[src/hdl/sorted_timer_deadline_queue_defines.svh]
// ----------------------------------------------------------------------------
// sorted timer deadline queue assertion macros
// concurrent assertion shorthands used by the queue rtl
// ----------------------------------------------------------------------------
`ifndef SORTED_TIMER_DEADLINE_QUEUE_DEFINES_SVH
`define SORTED_TIMER_DEADLINE_QUEUE_DEFINES_SVH

// clocked check, off while reset is asserted
`define STDQ_ASSERT(name, prop, msg) \
  name: assert property (@(posedge clk_i) disable iff (!rst_ni) prop) else $error(msg);

// clocked check, also active during reset
`define STDQ_ASSERT_ALWAYS(name, prop, msg) \
  name: assert property (@(posedge clk_i) prop) else $error(msg);

`endif

[src/hdl/stdq_pkg.sv]
// ----------------------------------------------------------------------------
// stdq_pkg
// types and constants of the sorted timer deadline queue
// ----------------------------------------------------------------------------
`default_nettype none

package stdq_pkg;

  localparam int Timers    = 32;
  localparam int TickBits  = 32;
  localparam int IdW       = 5;
  localparam int TimerIdxW = $clog2(Timers);

  typedef logic [TickBits-1:0] tick_t;
  typedef logic [IdW-1:0]      id_t;

  typedef enum logic {
    OpAdd    = 1'b0,
    OpRemove = 1'b1
  } op_e;

  typedef struct packed {
    op_e         operation;
    id_t         timer_id;
    logic [31:0] now_tick;
    logic [31:0] period;
    logic        has_action;
  } req_t;

  typedef struct packed {
    logic        status;
    logic        went_to_overflow;
    logic [31:0] deadline;
    id_t         current_head;
    logic        current_nonempty;
    id_t         overflow_head;
    logic        overflow_nonempty;
  } rsp_t;

  typedef struct packed {
    logic  valid;
    id_t   id;
    tick_t dl;
  } cell_t;

  typedef struct packed {
    logic  ins;
    logic  rem;
    logic  strict;
    cell_t entry;
    id_t   rem_id;
  } row_cmd_t;

endpackage

`default_nettype wire

[src/hdl/stdq_cell.sv]
// ----------------------------------------------------------------------------
// stdq_cell
// one slot of a sorted list: compares, shifts right on insert, left on remove
// ----------------------------------------------------------------------------
`default_nettype none

module stdq_cell
  import stdq_pkg::*;
(
  input  logic     clk_i,
  input  logic     rst_ni,
  input  row_cmd_t cmd_i,
  input  cell_t    left_i,
  input  logic     left_here_i,
  input  logic     left_gone_i,
  input  cell_t    right_i,
  output logic     here_o,
  output logic     gone_o,
  output cell_t    cell_o,
  output cell_t    cell_next_o
);

  logic  valid_q, valid_d;
  id_t   id_q, id_d;
  tick_t dl_q, dl_d;
  cell_t cur, nxt;

  assign cur = '{valid: valid_q, id: id_q, dl: dl_q};

  // insert position: first free slot or one with a later deadline (or an equal one, unless strict)
  assign here_o = !valid_q ||
                  (cmd_i.strict ? (dl_q > cmd_i.entry.dl) : (dl_q >= cmd_i.entry.dl));
  assign gone_o = left_gone_i || (valid_q && (id_q == cmd_i.rem_id));

  always_comb begin
    nxt = cur;
    if (cmd_i.ins) begin
      if (left_here_i) begin
        nxt = left_i;
      end else if (here_o) begin
        nxt = cmd_i.entry;
      end
    end else if (cmd_i.rem) begin
      if (gone_o) begin
        nxt = right_i;
      end
    end
  end

  assign valid_d = nxt.valid;
  assign id_d    = nxt.id;
  assign dl_d    = nxt.dl;

  always_ff @(posedge clk_i or negedge rst_ni) begin
    if (!rst_ni) begin
      valid_q <= 1'b0;
    end else begin
      valid_q <= valid_d;
    end
  end

  always_ff @(posedge clk_i) begin
    id_q <= id_d;
    dl_q <= dl_d;
  end

  assign cell_o      = cur;
  assign cell_next_o = nxt;

endmodule

`default_nettype wire

[src/hdl/stdq_row.sv]
// ----------------------------------------------------------------------------
// stdq_row
// chain of cells holding one deadline-sorted list, head at cell zero
// ----------------------------------------------------------------------------
`default_nettype none

module stdq_row
  import stdq_pkg::*;
(
  input  logic              clk_i,
  input  logic              rst_ni,
  input  row_cmd_t          cmd_i,
  output cell_t             head_next_o,
  output logic [Timers-1:0] valid_o
);

  cell_t cells   [Timers];
  cell_t nexts   [Timers];
  logic  here_w  [Timers];
  logic  gone_w  [Timers];

  for (genvar i = 0; i < Timers; i++) begin : g_cell
    cell_t left, right;
    logic  left_here, left_gone;

    if (i == 0) begin : g_first
      assign left      = '0;
      assign left_here = 1'b0;
      assign left_gone = 1'b0;
    end else begin : g_mid
      assign left      = cells[i-1];
      assign left_here = here_w[i-1];
      assign left_gone = gone_w[i-1];
    end

    if (i == Timers - 1) begin : g_last
      assign right = '0;
    end else begin : g_inner
      assign right = cells[i+1];
    end

    stdq_cell u_cell (
      .clk_i       (clk_i),
      .rst_ni      (rst_ni),
      .cmd_i       (cmd_i),
      .left_i      (left),
      .left_here_i (left_here),
      .left_gone_i (left_gone),
      .right_i     (right),
      .here_o      (here_w[i]),
      .gone_o      (gone_w[i]),
      .cell_o      (cells[i]),
      .cell_next_o (nexts[i])
    );

    assign valid_o[i] = cells[i].valid;
  end

  assign head_next_o = nexts[0];

endmodule

`default_nettype wire

[config.mk]
export PLATFORM = sky130hd
export DESIGN_NAME = stdq_row
export DESIGN_NICKNAME = d
export VERILOG_FILES = /design/src/hdl/sorted_timer_deadline_queue_defines.svh /design/src/hdl/stdq_pkg.sv /design/src/hdl/stdq_cell.sv /design/src/hdl/stdq_row.sv
export SDC_FILE = /design/constraint.sdc
export NUM_CORES = 2
export LEC_CHECK = 0
export BUFFER_PORTS_ARGS = -buffer_cell sky130_fd_sc_hd__buf_4
export CELL_PAD_IN_SITES_DETAIL_PLACEMENT = 1
export CELL_PAD_IN_SITES_GLOBAL_PLACEMENT = 2
export CORE_MARGIN = 3
export CORE_UTILIZATION = 46
export DETAILED_ROUTE_END_ITERATION = 10
export PLACE_DENSITY_LB_ADDON = 0.1
export SYNTH_ARGS = -nofsm -noshare
export SYNTH_HDL_FRONTEND = slang
export SYNTH_SLANG_ARGS = --single-unit
[constraint.sdc]
create_clock -name clk_i -period 16.1 [get_ports clk_i]
set_clock_uncertainty 0.1 [all_clocks]
set_input_delay 0.805 -clock clk_i [delete_from_list [all_inputs] [get_ports clk_i]]
set_output_delay 0.805 -clock clk_i [all_outputs]
set_load 0.05 [all_outputs]
Word level (Yosys, flattened, before mapping)
Index checks and enable logic that the tools add are counted.
{"block": "word_totals", "register_bits": 1216, "latchBits": 0, "ramBits": 0, "rom_bits": 0, "inputBits": 48, "out_inout_bits": 70, "word_cells": 604, "mem_count": 0}
{"block": "op_classes", "n_addsub": 0, "multipliers": 0, "div": 0, "magnitude_cmp": 64, "eq_ne": 63, "shift": 0, "mux": 191, "bitwise": 0, "n_reduce_logical": 190}
{"op": "38-bit two-way mux", "n": 159}
{"op": "32-bit >= comparator", "n": 32}
{"op": "32-bit greater-than comparator", "n": 32}
{"op": "5-bit equality test", "n": 32}
{"op": "3-bit by 1-bit != test with 1-bit output (second input constant)", "n": 31}
{"op": "3-bit AND reduction", "n": 31}
{"op": "2-bit nonzero test", "n": 32}
{"op": "1-bit logical OR", "n": 63}
{"op": "1-bit logical AND", "n": 32}
{"op": "1-bit logical NOT", "n": 32}
{"op": "1-bit two-way mux", "n": 32}

Logic depth before layout (Yosys ltp)
{"block": "logic_depth", "word_depth": 36, "depth_mapped": 15, "depth_no_buf": 11}

Modules after synthesis
From an unflattened synthesis, not the netlist that was laid out.
{"block": "hier_totals", "cells_unflattened": 12371, "area_unflattened_um2": 100858.0}
{"module": "stdq_cell at g_cell[0].u_cell ...", "n_inst": 25, "cells_each": 384, "area_per_inst_um2": 3139.3, "seq_area_each_um2": 765.7}
{"module": "stdq_cell at g_cell[3].u_cell ...", "n_inst": 6, "cells_each": 384, "area_per_inst_um2": 3129.3, "seq_area_each_um2": 765.7}
{"module": "stdq_cell at g_cell[9].u_cell", "n_inst": 1, "cells_each": 466, "area_per_inst_um2": 3597.2, "seq_area_each_um2": 765.7}
{"module": "stdq_row", "n_inst": 1, "cells_each": 1, "area_per_inst_um2": 3.8, "seq_area_each_um2": 0.0}

Worst setup path after synthesis
OpenSTA, ideal clock, no wires.
{"block": "synth_timing", "path_type": "in2reg", "startpoint": "input port cmd_i[20] (netlist name)", "endpoint": "register g_cell[1].u_cell.dl_q[0], enable pin", "setup_ns": 0.488, "arrival_time_ns": 6.368, "t_required_ns": 15.512, "setup_slack_ns": 9.144, "stages": 14, "path_buffers": 4, "path_cell_list": "clkbuf_1 -> inv_1 -> ha_1 -> nand4_1 -> or3_1 -> nor3_1 -> o31a_1 -> or3_1 -> nand3_1 -> and3_1 -> clkbuf_1 -> buf_4 -> buf_2 -> a21boi_0"}
{"block": "synth_via", "elab_chain_len": 5, "word_cells_on_any_way": 10, "cone_classes": "4 x order compare; 1 x eq/ne; 2 x mux; 3 x reduce/logical"}
{"element": "start, declared", "line_no": "stdq_row.sv:12", "text": "input row_cmd_t cmd_i,"}
{"element": "32-bit >= comparator / 32-bit greater-than comparator (equally long branches)", "line_no": "stdq_cell.sv:32", "text": "(cmd_i.strict ? (dl_q > cmd_i.entry.dl) : (dl_q >= cmd_i.entry.dl));"}
{"element": "1-bit two-way mux", "line_no": "stdq_cell.sv:32"}
{"element": "1-bit logical OR", "line_no": "stdq_cell.sv:31", "text": "assign here_o = !valid_q ||"}
{"element": "3-bit by 1-bit != test with 1-bit output (no source line) *"}
{"element": "3-bit AND reduction (no source line) *"}
{"element": "end signal, assigned", "line_no": "stdq_cell.sv:64", "text": "dl_q <= dl_d;"}
{"element": "end, declared", "line_no": "stdq_cell.sv:25", "text": "tick_t dl_q, dl_d;"}
Every way passes the cells marked *; elsewhere a longest branch is shown, timed or not.
A chain may end at the register's enable or synchronous reset.

==> results_dict.tcl <==
set metrics [dict create \
    path_common_cell "buf_4" \
    yosysUniqueCellTypes 90 \
    synth_edf_count 1147 \
    critPathLaunchType "primary input" \
    reg2reg_to "g_cell[17].u_cell.id_q[4]$_DFFE_PP_" \
    viasPerCell 6.51 \
    min_path_type "in -> reg" \
    initial_core_util 0.463 \
    drt-total-wl_um 362000 \
    syn_to_final_growth_pct 8.87 \
    core_area_um2 188000 \
    cp_slowest_cell "and3_4" \
    yosys_warnings 0 \
    tightestPinTransition_ps 1210 \
    p_leak_nw 38.9 \
    die_x_um 441 \
    synthCells 8941 \
    synth-seq-cells 1216 \
    fin_crit_ps 6690 \
    gp_congestion 0.934 \
    intPower_w 0.00952 \
    wl_per_cell_um 31.8 \
    avgSynthCellArea_um2 9.76 \
    hold_depth 3 \
    ys_seq_area_frac 0.413 \
    io_buffers 117 \
    drc 0 \
    antenna_found_initial 12 \
    slowest_delay_ps 680 \
    clkLatencyLatePin_ps 830 \
    fin_ws_ps 9410 \
    grt_pass1_wl_um 521000 \
    max_slew_margin 0.194 \
    cts_tree "done" \
    fp-row-count 159 \
    switchingPower_w 0.00702 \
    grt-ovfl-total 0 \
    dpl.hpwl_um 256000 \
    synth_flop_cell "edfxtp_1" \
    r2r-start "g_cell[17].u_cell.dl_q[21]$_DFFE_PP_" \
    r2r_cells 12 \
    power_frac_seq 0.389 \
    drive_gt1_frac 0.0686 \
    status "finished, final reports clean" \
    grt_max_degree 213 \
    clk_path_buf_depth 3 \
    slew_viol_final 0 \
    rsz0062_at_grt "false" \
    async_flop_share 0.0263 \
    cts.sinks 1216 \
    syn_area_um2 87200 \
    synth_top_cell_by_area "edfxtp_1" \
    ant_nets 0 \
    crit_type "in -> out" \
    dp.cells 11100 \
    period_share 0.415 \
    io_pins 118 \
    vias 74100 \
    cts.clk_slew.worst_paths_ps 60 \
    p_comb_frac 0.403 \
    synth_top_area_share 0.395 \
    hold_end "g_cell[0].u_cell.dl_q[30]$_DFF_P_" \
    synth_nets 10000 \
    final-setup-viol-count 0 \
    instances_no_fill 11400 \
    power.density_nw_per_um2 174 \
    min_from "cmd_i[35]" \
    timing_hold_violations_final 0 \
    post_cts_resized 0 \
    dieHeight_um 441 \
    reg2reg_slack_ps 11370 \
    dieArea_um2 195000 \
    drt-initial-drc-count 6703 \
    htree_levels 4 \
    crit_chain "buf_4, inv_2, buf_4, buf_4, ha_1, nor2b_1, o21a_1, o211ai_1, a31oi_1, or3_1, nand3_1, and3_4, buf_4, mux2i_1, a21oi_1, buf_4" \
    cts_root_buffer "clkbuf_16" \
    crit_fanout 39 \
    fmax_mhz 150 \
    place_ws_ps 9490 \
    vdd_drop_max_v 0.000138 \
    cts_buffers 152 \
    tns_ps 0 \
    cp.required_ps 15190 \
    clock_power_share 0.209 \
    grt.total_usage 0.363 \
    first_pass_iters 6 \
    crit_path_end_kind "output port" \
    yosys-top-cells-area "edfxtp_1 (39%), ha_1 (15%), mux2i_1 (11%)" \
    crit_arrival_ps 5780 \
    max_cap_viol_count 0 \
    layout.nets 9826 \
    sw_frac_of_total 0.424 \
    grt_pass1_vias 76900 \
]
[placed cells by master (no fill, tap or decap), drive strengths merged, types with 37 or more instances in the layout]
cell type / count
mux2i: 921
nor3: 71
clkinv: 46
a21o: 187
a211oi: 47
a21oi: 1637
nand4: 200
ha: 1024
clkbuf: 225
buf: 276
nor2: 1407
and3: 67
nor4: 67
nand2: 382
edfxtp: 1147
a31oi: 69
xnor2: 62
nand3: 143
inv: 129
nor2b: 49
dfxtp: 37
o21a: 49
xor2: 98
o21ai: 171
o211ai: 38
[area by class of cell]
class                   instances  area (um2)
repair buffers                277        2180
well taps                    2495        3120
clock inverters                55         453
multi-input cells            6981       48400
flip-flops and latches       1216       36000
inverters                     126         475
clock buffers                 225        4350
diodes                          6        15.0
fillers                     20900       93200
[cells in the mapped netlist, drive strengths merged, types with 8 or more instances]
| cell | number |
|---|---|
| xnor2 | 62 |
| or3 | 11 |
| o21ai | 171 |
| nor3 | 71 |
| xor2 | 98 |
| o22ai | 14 |
| nand3 | 143 |
| clkbuf | 441 |
| a31oi | 69 |
| dfrtp | 32 |
| a211oi | 47 |
| a221oi | 17 |
| a21oi | 1637 |
| nor4 | 67 |
| dfxtp | 37 |
| nand2 | 382 |
| o211ai | 38 |
| mux2i | 921 |
| and4 | 28 |
| a21o | 187 |
| nand2b | 25 |
| and3 | 67 |
| buf | 177 |
| o31ai | 12 |
| o221ai | 16 |
| nand4 | 200 |
| and2 | 11 |
| o21bai | 8 |
| inv | 125 |
| nor2b | 49 |
| edfxtp | 1147 |
| a2111oi | 21 |
| a211o | 14 |
| o21a | 49 |
| or2 | 14 |
| ha | 1024 |
| nor2 | 1407 |
[worst max path at each step]
stage / startpoint / endpoint / slack, ps / cells past startpoint
finish: cmd_i[6] / head_next_o[5] / 9410 / 16
global route: cmd_i[6] / head_next_o[5] / 9260 / 16
CTS: cmd_i[6] / head_next_o[33] / 9480 / 16
detailed placement: cmd_i[6] / head_next_o[33] / 9490 / 16
global placement: cmd_i[6] / head_next_o[5] / 9550 / 16
floorplan: cmd_i[20] / g_cell[1].u_cell.dl_q[0]$_DFFE_PP_ / 9140 / 14
[power groups by stage]
stage / Clock (W) / Combinational (W) / Sequential (W)
after floorplan: 0 / 0.00476 / 0.00570
after global placement: 0 / 0.00625 / 0.00645
after detailed placement: 0 / 0.00655 / 0.00644
after CTS: 0.00349 / 0.00659 / 0.00639
after global routing: 0.00360 / 0.00731 / 0.00650
final: 0.00345 / 0.00666 / 0.00643
[kinds of logic (layout without fill, tap and decap cells)]
kind of cell | after synthesis | after routing | synth area share
xor gates and xnor gates | 160 | 160 | 0.0161
AOI/OAI and AO/OA | 2375 | 2375 | 0.154
other | 0 | 6 | 0
and+or+nand+nor | 2494 | 2494 | 0.127
muxes | 928 | 928 | 0.107
buffers and inverters | 744 | 683 | 0.0368
DFF | 1216 | 1216 | 0.413
adders and majority gates | 1024 | 1024 | 0.147
[state kept, by name (all words and copies together), names as in the netlist]
name,flops
g_cell.u_cell.dl_q,1024
g_cell.u_cell.id_q,160
g_cell.u_cell.valid_q,32
[critical path: cells and delay by family]
family / cells / cell delay [ps]
and+or+nand+nor: 4 / 1280
adders and majority gates: 1 / 330
AOI/OAI and AO/OA: 4 / 730
buffers and inverters: 6 / 2250
muxes: 1 / 170
[per-layer routing]
metal,wire length (um),up-vias,global-route usage
met5,177,-,0.00546
met4,20800,6,0.189
met3,24100,872,0.0696
met2,174000,2615,0.610
met1,143000,37600,0.440
li1,-,33000,-
[stage by stage]
step,cell area [um2],util,hold WS [ps],power (W)
floorplan,87200,-,409,0.0105
global placement,90100,0.479,485,0.0127
global route,94900,0.504,285,0.0174
detailed placement,90100,0.479,500,0.0130
CTS,94900,0.504,232,0.0165
finish,95000,0.505,295,0.0165
[what timing repair did]
item,4_1_cts,5_1_grt
hold buffers,1,0
endpoints found under the hold margin,8,0
buffers inserted,0,0
Note: power is estimated with default switching activity, not from simulation.
